<file path="src/hw/rtl/assert_macros.svh">
// Assertion macros used by integer_bcd_alu_with_ccr.
`ifndef ASSERT_MACROS_SVH
`define ASSERT_MACROS_SVH
`ifndef SYNTH
`define ASSERT_IMPL(label, clk, rst_n, prop) \
    label: assert property (@(posedge clk) disable iff (!rst_n) prop) else $error("%m failed");
`define ASSERT_NEXT(label, clk, rst_n, ante, cons) \
    label: assert property (@(posedge clk) disable iff (!rst_n) (ante) |=> (cons)) \
        else $error("%m failed");
`else
`define ASSERT_IMPL(label, clk, rst_n, prop)
`define ASSERT_NEXT(label, clk, rst_n, ante, cons)
`endif
`endif

</file>
<file path="src/hw/rtl/ibalu_pkg.sv">
`timescale 1ns / 1ps
// ----------------------------------------------------------------------------
// ibalu_pkg
// Types and constants of the integer and BCD arithmetic unit.
// ----------------------------------------------------------------------------
package ibalu_pkg;
    localparam int DIV_STEPS = 32;

    typedef enum logic [4:0] {
        OP_ADD = 5'd0, OP_SUB = 5'd1, OP_ADDX = 5'd2, OP_SUBX = 5'd3,
        OP_NEG = 5'd4, OP_NEGX = 5'd5, OP_CMP = 5'd6, OP_ADDA = 5'd7,
        OP_SUBA = 5'd8, OP_CMPA = 5'd9, OP_MULU = 5'd10, OP_MULS = 5'd11,
        OP_DIVU = 5'd12, OP_DIVS = 5'd13, OP_ABCD = 5'd14, OP_SBCD = 5'd15,
        OP_NBCD = 5'd16, OP_EXTW = 5'd17, OP_EXTL = 5'd18, OP_EXTB = 5'd19
    } op_t;

    typedef enum logic [1:0] {
        ST_IDLE, ST_DIV, ST_DONE
    } state_t;

    // Control from the sequencer to the divide unit.
    typedef struct packed {
        logic start;
        logic step;
    } div_ctl_t;

    localparam logic [1:0] SZ_BYTE = 2'd0;
    localparam logic [1:0] SZ_WORD = 2'd1;
endpackage

</file>
<file path="src/hw/rtl/ibalu_div.sv">
`timescale 1ns / 1ps
// ----------------------------------------------------------------------------
// ibalu_div
// Restoring 32 by 17 bit unsigned divider, one quotient bit per cycle while ctl.step is high.
// ----------------------------------------------------------------------------
module ibalu_div
    import ibalu_pkg::*;
(
    input  logic        clk,
    input  div_ctl_t    ctl,
    input  logic [31:0] dividend,
    input  logic [16:0] divisor,
    output logic [31:0] quotient,
    output logic [16:0] remainder
);
    logic [31:0] q_reg;
    logic [16:0] r_reg;
    logic [17:0] trial;

    assign trial = {r_reg, q_reg[31]} - {1'b0, divisor};

    always_ff @(posedge clk)
    begin
        if (ctl.start)
        begin
            q_reg <= dividend;
            r_reg <= '0;
        end
        else if (ctl.step)
        begin
            if (!trial[17])
            begin
                r_reg <= trial[16:0];
                q_reg <= {q_reg[30:0], 1'b1};
            end
            else
            begin
                r_reg <= {r_reg[15:0], q_reg[31]};
                q_reg <= {q_reg[30:0], 1'b0};
            end
        end
    end

    assign quotient  = q_reg;
    assign remainder = r_reg;
endmodule

</file>
<file path="src/hw/rtl/integer_bcd_alu_with_ccr.sv">
`timescale 1ns / 1ps
// ----------------------------------------------------------------------------
// integer_bcd_alu_with_ccr
// Integer and BCD arithmetic unit with a condition-code register.
// ----------------------------------------------------------------------------
// Usage: one word on s_axis carries an operation; tdata holds mode, size,
// src_value and dest_value from the lowest bit up. One result word leaves
// on m_axis with result_value, write_enable, flags_out and divide_by_zero.
// The flags X N Z V C live in a register that the other operations update;
// ADDA, SUBA, unused modes and a divide by zero leave it unchanged. After
// acceptance the block enters ST_DIV; most modes finish there at once and the
// result is registered with the move to ST_DONE. Divides first load the shared
// divide unit and then run a restoring loop of 32 steps. One operation is in
// flight at a time: s_axis_tready is high only in the idle state, which is
// entered in the cycle after the result word is taken, so no new word is
// accepted before the last result is taken. A result is held until
// m_axis_tready takes it; a stalled receiver holds the block.
// Reset clears the flags and the sequencer; no word is pending afterwards.
// ----------------------------------------------------------------------------
`include "assert_macros.svh"
module integer_bcd_alu_with_ccr
    import ibalu_pkg::*;
(
    input  logic        clk,
    input  logic        rst_n,
    input  logic        s_axis_tvalid,
    output logic        s_axis_tready,
    input  logic [71:0] s_axis_tdata,  // mode[4:0], size[6:5], src[38:7], dest[70:39]
    output logic        m_axis_tvalid,
    input  logic        m_axis_tready,
    output logic [39:0] m_axis_tdata   // result[31:0], we[32], flags[37:33], dbz[38]
);
    state_t state_reg, state_next;
    logic [4:0]  mode_reg;
    logic [1:0]  size_reg;
    logic [31:0] src_reg, dst_reg;
    logic [4:0]  flags_reg;
    logic [5:0]  cnt_reg;
    logic [31:0] res_reg;
    logic        we_reg, dbz_reg;
    logic [31:0] res_c;
    logic        we_c, dbz_c;
    logic [4:0]  f_c;
    logic        fin_c;
    div_ctl_t    dctl;
    logic [31:0] ud, uq, quot;
    logic [16:0] uv, urem;
    logic        accept, go;

    assign accept = s_axis_tvalid && s_axis_tready;
    assign s_axis_tready = (state_reg == ST_IDLE);
    assign m_axis_tvalid = (state_reg == ST_DONE);
    assign m_axis_tdata = {1'b0, dbz_reg, flags_reg, we_reg, res_reg};

    // Operand magnitudes for the divider; registered operands are stable.
    logic nd, nv, isdiv;
    assign isdiv = (mode_reg == OP_DIVU) || (mode_reg == OP_DIVS);
    assign nd = (mode_reg == OP_DIVS) && dst_reg[31];
    assign nv = (mode_reg == OP_DIVS) && src_reg[15];
    assign ud = nd ? (32'd0 - dst_reg) : dst_reg;
    assign uv = nv ? (17'h10000 - {1'b0, src_reg[15:0]}) : {1'b0, src_reg[15:0]};

    logic go_reg;
    assign go = go_reg;
    assign dctl = '{start: go_reg,
                    step: (state_reg == ST_DIV) && !go_reg && (cnt_reg != 6'd0)};

    ibalu_div u_div (
        .clk(clk), .ctl(dctl), .dividend(ud), .divisor(uv),
        .quotient(uq), .remainder(urem)
    );

    always_comb
    begin
        state_next = state_reg;
        case (state_reg)
            ST_IDLE: if (accept) state_next = ST_DIV;
            ST_DIV:  if (fin_c) state_next = ST_DONE;
            ST_DONE: if (m_axis_tready) state_next = ST_IDLE;
            default: state_next = ST_IDLE;
        endcase
    end

    // Datapath for the whole operation set, evaluated on registered operands.
    always_comb
    begin
        logic [31:0] m, msb, d, s, r, asrc, sq, srm;
        logic [31:0] cv, vv;
        logic        xin, sub, keepx, sticky, nq, ovf, c, v;
        logic [9:0]  bin, rr, low;
        logic [7:0]  bres;
        int          ib, ires, ilow;
        m = (size_reg == SZ_BYTE) ? 32'hFF : (size_reg == SZ_WORD) ? 32'hFFFF : 32'hFFFFFFFF;
        msb = m ^ (m >> 1);
        asrc = size_reg[1] ? src_reg : {{16{src_reg[15]}}, src_reg[15:0]};
        res_c = dst_reg; we_c = 1'b0; dbz_c = 1'b0; f_c = flags_reg;
        fin_c = !isdiv || (cnt_reg == 6'd0 && !go_reg);
        xin = 1'b0; sub = 1'b0; keepx = 1'b0; sticky = 1'b0;
        d = dst_reg; s = src_reg;
        r = '0; cv = '0; vv = '0; quot = uq;
        sq = '0; srm = '0; nq = 1'b0; ovf = 1'b0; c = 1'b0; v = 1'b0;
        bin = '0; rr = '0; low = '0; bres = '0; ib = 0; ires = 0; ilow = 0;
        case (mode_reg)
            OP_ADD, OP_SUB, OP_ADDX, OP_SUBX, OP_NEG, OP_NEGX, OP_CMP, OP_CMPA:
            begin
                sub = (mode_reg != OP_ADD) && (mode_reg != OP_ADDX);
                sticky = (mode_reg == OP_ADDX) || (mode_reg == OP_SUBX) || (mode_reg == OP_NEGX);
                xin = sticky & flags_reg[4];
                keepx = (mode_reg == OP_CMP) || (mode_reg == OP_CMPA);
                if (mode_reg == OP_NEG || mode_reg == OP_NEGX)
                begin
                    d = 32'd0; s = dst_reg;
                end
                if (mode_reg == OP_CMPA)
                begin
                    s = asrc; m = 32'hFFFFFFFF; msb = 32'h80000000;
                end
                d = d & m; s = s & m;
                r = (sub ? (d - s - {31'd0, xin}) : (d + s + {31'd0, xin})) & m;
                if (sub)
                begin
                    cv = (s & ~d) | (r & ~d) | (s & r);
                    vv = (s ^ d) & (r ^ d);
                end
                else
                begin
                    cv = (s & d) | (~r & (s | d));
                    vv = (s ^ r) & (d ^ r);
                end
                f_c[4] = keepx ? flags_reg[4] : |(cv & msb);
                f_c[3] = |(r & msb);
                f_c[2] = sticky ? ((r == 0) && flags_reg[2]) : (r == 0);
                f_c[1] = |(vv & msb);
                f_c[0] = |(cv & msb);
                if (!keepx)
                begin
                    res_c = (dst_reg & ~m) | r; we_c = 1'b1;
                end
            end
            OP_ADDA: begin res_c = dst_reg + asrc; we_c = 1'b1; end
            OP_SUBA: begin res_c = dst_reg - asrc; we_c = 1'b1; end
            OP_MULU, OP_MULS:
            begin
                if (mode_reg == OP_MULU)
                    res_c = dst_reg[15:0] * src_reg[15:0];
                else
                    res_c = 32'($signed(dst_reg[15:0]) * $signed(src_reg[15:0]));
                we_c = 1'b1;
                f_c = {flags_reg[4], res_c[31], res_c == 0, 2'b00};
            end
            OP_DIVU, OP_DIVS:
            begin
                if (src_reg[15:0] == 16'd0)
                    dbz_c = 1'b1;
                else if (mode_reg == OP_DIVS && dst_reg == 32'h80000000 &&
                         src_reg[15:0] == 16'hFFFF)
                begin
                    res_c = 32'd0; we_c = 1'b1; f_c = {flags_reg[4], 4'b0100};
                end
                else
                begin
                    nq = nd ^ nv;
                    quot = uq;
                    if (mode_reg == OP_DIVU) ovf = quot > 32'hFFFF;
                    else ovf = nq ? (quot > 32'h8000) : (quot > 32'h7FFF);
                    sq = nq ? (32'd0 - quot) : quot;
                    srm = nd ? (32'd0 - {15'd0, urem}) : {15'd0, urem};
                    if (ovf)
                        f_c = {flags_reg[4], 4'b1010};
                    else
                    begin
                        res_c = {srm[15:0], sq[15:0]}; we_c = 1'b1;
                        f_c = {flags_reg[4], sq[15], sq[15:0] == 0, 2'b00};
                    end
                end
            end
            OP_ABCD:
            begin
                bin = {2'b0, src_reg[7:0]} + {2'b0, dst_reg[7:0]} + {9'd0, flags_reg[4]};
                low = {6'd0, src_reg[3:0]} + {6'd0, dst_reg[3:0]} + {9'd0, flags_reg[4]};
                rr = bin;
                if (low > 10'd9) rr = rr + 10'd6;
                c = (bin > 10'hFF) || (rr > 10'hFF) || ({2'b0, rr[7:4], 4'b0} > 10'h90);
                if (c) rr = rr + 10'h60;
                bres = rr[7:0];
                v = !bin[7] && bres[7];
                f_c = {c, bres[7], flags_reg[2] && (bres == 0), v, c};
                res_c = {dst_reg[31:8], bres}; we_c = 1'b1;
            end
            OP_SBCD, OP_NBCD:
            begin
                d = (mode_reg == OP_SBCD) ? {24'd0, dst_reg[7:0]} : 32'd0;
                s = (mode_reg == OP_SBCD) ? {24'd0, src_reg[7:0]} : {24'd0, dst_reg[7:0]};
                ib = int'(d) - int'(s) - int'(flags_reg[4]);
                ilow = int'(d[3:0]) - int'(s[3:0]) - int'(flags_reg[4]);
                ires = ib;
                if (ilow < 0) ires = ires - 6;
                c = ib < 0;
                if (c) ires = ires - 96;
                c = c || (ires < 0);
                bres = ires[7:0];
                v = !bres[7] && ib[7];
                if (mode_reg == OP_SBCD && v && !s[7] && d[7] && c) v = 1'b0;
                f_c = {c, bres[7], flags_reg[2] && (bres == 0), v, c};
                res_c = {dst_reg[31:8], bres}; we_c = 1'b1;
            end
            OP_EXTW:
            begin
                res_c = {dst_reg[31:16], {8{dst_reg[7]}}, dst_reg[7:0]}; we_c = 1'b1;
                f_c = {flags_reg[4], dst_reg[7], dst_reg[7:0] == 0, 2'b00};
            end
            OP_EXTL:
            begin
                res_c = {{16{dst_reg[15]}}, dst_reg[15:0]}; we_c = 1'b1;
                f_c = {flags_reg[4], dst_reg[15], dst_reg[15:0] == 0, 2'b00};
            end
            OP_EXTB:
            begin
                res_c = {{24{dst_reg[7]}}, dst_reg[7:0]}; we_c = 1'b1;
                f_c = {flags_reg[4], dst_reg[7], dst_reg[7:0] == 0, 2'b00};
            end
            default: ;
        endcase
    end

    always_ff @(posedge clk or negedge rst_n)
    begin
        if (!rst_n)
        begin
            state_reg <= ST_IDLE;
            flags_reg <= '0;
            cnt_reg   <= '0;
            go_reg    <= 1'b0;
        end
        else
        begin
            state_reg <= state_next;
            go_reg    <= accept;
            if (go_reg) cnt_reg <= 6'(DIV_STEPS);
            else if (dctl.step) cnt_reg <= cnt_reg - 6'd1;
            if (state_reg == ST_DIV && fin_c) flags_reg <= f_c;
        end
    end

    always_ff @(posedge clk)
    begin
        if (accept)
        begin
            mode_reg <= s_axis_tdata[4:0];
            size_reg <= s_axis_tdata[6:5];
            src_reg  <= s_axis_tdata[38:7];
            dst_reg  <= s_axis_tdata[70:39];
        end
        if (state_reg == ST_DIV && fin_c)
        begin
            res_reg <= res_c;
            we_reg  <= we_c;
            dbz_reg <= dbz_c;
        end
    end

    `ASSERT_IMPL(a_one_side, clk, rst_n, !(s_axis_tready && m_axis_tvalid))
    `ASSERT_NEXT(a_hold, clk, rst_n, m_axis_tvalid && !m_axis_tready,
                 m_axis_tvalid && $stable(m_axis_tdata))
    `ASSERT_NEXT(a_go, clk, rst_n, accept, go)
endmodule

</file>
<file path="config.mk">
export PLATFORM = sky130hd
export DESIGN_NAME = integer_bcd_alu_with_ccr
export DESIGN_NICKNAME = d
export VERILOG_FILES = /design/src/hw/rtl/ibalu_pkg.sv /design/src/hw/rtl/ibalu_div.sv /design/src/hw/rtl/integer_bcd_alu_with_ccr.sv
export VERILOG_INCLUDE_DIRS = /design/src /design/src/hw/rtl
export SDC_FILE = /design/constraint.sdc
export NUM_CORES = 2
export LEC_CHECK = 0
export BUFFER_PORTS_ARGS = -buffer_cell sky130_fd_sc_hd__buf_2
export CAP_MARGIN = 25
export CORE_MARGIN = 4
export CORE_UTILIZATION = 52
export CTS_BUF_LIST = sky130_fd_sc_hd__clkbuf_4 sky130_fd_sc_hd__clkbuf_8
export CTS_CLUSTER_DIAMETER = 150
export DETAILED_ROUTE_END_ITERATION = 8
export GPL_ROUTABILITY_DRIVEN = 0
export PLACE_DENSITY = 0.71
export SYNTH_ARGS = -nofsm -noshare
export SYNTH_HDL_FRONTEND = slang
export SYNTH_SLANG_ARGS = --single-unit
</file>
<file path="constraint.sdc">
create_clock -name clk -period 7.1 [get_ports clk]
set_input_delay 0.355 -clock clk [delete_from_list [all_inputs] [get_ports clk]]
set_output_delay 0.355 -clock clk [all_outputs]
set_load 0.01 [all_outputs]
</file>
==> results.md <==
* Nets at 5258
* Setup TNS at 0 ns
* First-pass GRT wire length at 174 mm
* Post-synthesis compound-gate area fraction at between 10% and 20%
* Synth area leaders: fa_1 22%, edfxtp_1 12%, ha_1 12%
* Syn_nets at 4873
* Max Fclk at 142 MHz
* Setup repair after global routing missed its margin: yes
* Setup CP Type: reg2reg
* Max-slew headroom at 31.4%
* # port buffers at roughly 120
* Synth warnings at 0
* Post-Place Worst Slack at -0.314 ns
* ANT nets after route at 0
* Min-Delay Path Class: in2reg
* Data required, critical path at 7.42 ns
* Die X at approximately 260 um
* Die ar. at 70100 sq um
* Top_reg_cell synth: edfxtp_1
* WP data arrival at between 7 and 8 ns
* CP Launch Type: flip-flop
* CP max FO at 5
* Yosys top cell area share at 21.9%
* Final setup margin at between 0.06 and 0.07 ns
* Hold Vio Cnt, Final at 0
* Crit end category: flip-flop
* R2r worst-path depth at 27
* Num rows at 93
* Wire length per cell at 21.4 um
* GRT Residual Overflow at 0
* Drt total wl at 115 mm
* Asr flop ratio synth at 8.33%
* Hold depth at 1
* Initial antenna violation count at 4
* Synth Area in Adders at between 30 and 40%
* XOR/XNOR Fraction of Synth Area at 6.92%
* Core Area at 64900 sq um
* Largest net degree at the start of global routing at 94
* DPL Wire Length at 90.7 mm
* IO Pins at 118
* Simple-Gate Fraction of Synth Area at 17.9%
* Run status: finished, final reports clean
* CTS H-tree lvls at 4
* Min cycle time layout at approximately 7.0 ns
* Multi-input gate area at 27600 sq um
* CTS tree: built
* Share of post-route cells with drive strength above 1 at ~16%
* Gr usage total at 31.6%
* Clock slew at the register clock pins of the worst setup and hold paths at 0.12 ns
* Synth unique cells at between 80 and 90
* Syn Area/Cell at 8.37 sq um
* Sequential share of the synthesized area at between 10 and 15%
* Pre-Repair DR Iteration Count at 8
* Slew Viols, Final at 0
* Skew final at just over 0.04 ns
* Area growth syn-to-layout at 17.9%
* Root buf cell: clkbuf_8
* Register area at between 4000 and 5000 sq um
* DRC viols at 0
* Initial DRC Count at approximately 3600
* Number of max-cap violations at 0
* Post-Syn Area at 34300 sq um
* Die Height at 265 um
* Final setup viols at 0
* Post-synth top area cell: fa_1
* Reg2Reg Setup Slack at 0.06 ns
* Starting Density at 52.8%
* EDFF count, synth at 137
* Fill cells at between 5000 and 6000
* Clock Sinks at 168
* Num CTS Buffers at 17
* Tcrit/Tclk final at 99.1%
* Worst-margin pin slew at 1.03 ns
* Post-synthesis cell count at 4096
* Main combinational cell family by area after synthesis: adder cells
* Worst skew pair latency at just under 0.6 ns
* Mux share of post-synthesis cell area at roughly 2.6%
* FF+latch count, synth at 168
* Vias in the first global route at approximately 31000
* Vias after detailed routing at 32000
* Routed vias/inst at 5.99
* Max clock buf depth at 2
[cell type report]
cell class	instances	area share, %
inverters	565	5.27
repair buffers	546	10.9
clock inverters	15	0.430
multi-input cells	3182	68.3
well taps	855	2.64
clock buffers	17	0.578
repair inverters	1	0.0186
diodes	2	0.0124
flip-flops and latches	168	11.9
[cell families after synthesis]
kind of cell | Yosys count
AOI/OAI and AO/OA | 885
buffers and inverters | 746
other | 2
xor gates and xnor gates | 267
adders and majority gates | 701
muxes | 86
and+or+nand+nor | 1241
DFF | 168
[synth_stat cells, types with 28 or more instances]
cell      number
a211oi_1      39
a21o_1        59
a21oi_1      265
and2_1       146
clkbuf_1     157
edfxtp_1     137
fa_1         375
ha_1         326
inv_1        564
mux2i_1       76
nand2_1      382
nand2b_1      46
nand3_1       36
nor2_1       296
nor2b_1       30
nor3_1        81
nor4_1        40
o21a_1        32
o21ai_0      200
o31ai_1       29
or3_1         28
xnor2_1      166
xor2_1        98
[placed cells by master, fill, tap and decap left out, drive strengths merged, types with 26 or more instances in the layout]
cell type	synthesis	routed
edfxtp	137	137
dlygate4sd3	0	71
nor4	40	40
o31ai	30	30
nand3	36	36
a21oi	265	265
nor2	296	296
xor2	99	99
fa	375	375
o21a	32	32
o21ai	203	203
a211oi	39	39
nor2b	30	30
nand2b	46	46
or3	28	28
a221oi	26	26
a21o	59	59
nand2	382	382
and2	146	146
ha	326	326
inv	564	568
buf	24	475
mux2i	76	76
xnor2	166	166
nor3	82	82
[worst paths after layout]
kind / startpoint / endpoint
setup / recovery: src_reg[7] / res_reg[28]
hold / removal: s_axis_tdata[13] / src_reg[6]
setup reg to reg: src_reg[7] / res_reg[28]
hold reg to reg: state_reg[1] / state_reg[0]
max in group asynchronous: rst_n / go
min in group asynchronous: rst_n / cnt_reg[2]
[stage by stage]
stage	util, %	instance area [sq um]	instances	hold WS, ns
CTS	60.6	39300	5316	0.00148
global route	62.3	40500	5351	0.0118
floorplan	-	34300	4096	0.0594
detailed placement	58.3	37900	5192	0.339
finish	62.3	40500	5351	0.0154
global placement	58.3	37800	5191	0.342
[worst max-delay path, stage by stage, from the launching register on]
cell	delay [ns]
edfxtp_1	0.44
buf_6	0.15
buf_12	0.12
ha_1	0.21
fa_1	0.49
inv_1	0.06
fa_1	0.52
fa_1	0.45
fa_2	0.62
fa_1	0.44
fa_1	0.49
inv_1	0.06
ha_4	0.29
and4_4	0.22
and2_4	0.17
nand3b_1	0.19
buf_6	0.20
a311oi_4	0.28
o31ai_2	0.08
a21oi_1	0.16
xor2_1	0.08
mux2i_1	0.21
buf_4	0.18
o21ai_2	0.06
nor3_2	0.18
buf_4	0.16
a21oi_1	0.09
a2bb2oi_2	0.20
[routing by layer]
metal / vias up / share of wire, % / GRT usage [%]
li1: 14700 / - / -
met1: 15300 / 40 / 42.9
met2: 1714 / 44 / 48.6
met3: 346 / 11 / 6.88
met4: 4 / 5.4 / 14.2
met5: - / 0.027 / 0
[repair_timing]
action	4_1_cts	5_1_grt
hold endpoints to repair	84	0
hold buffers	71	0
cloned	1	1
setup endpoints to repair	8	13
resized for setup	54	180
buffers inserted	20	32
pin swaps	44	166
Power is not shown: default switching activity piles up to over one toggle a cycle in this logic, so the estimate is an artifact.
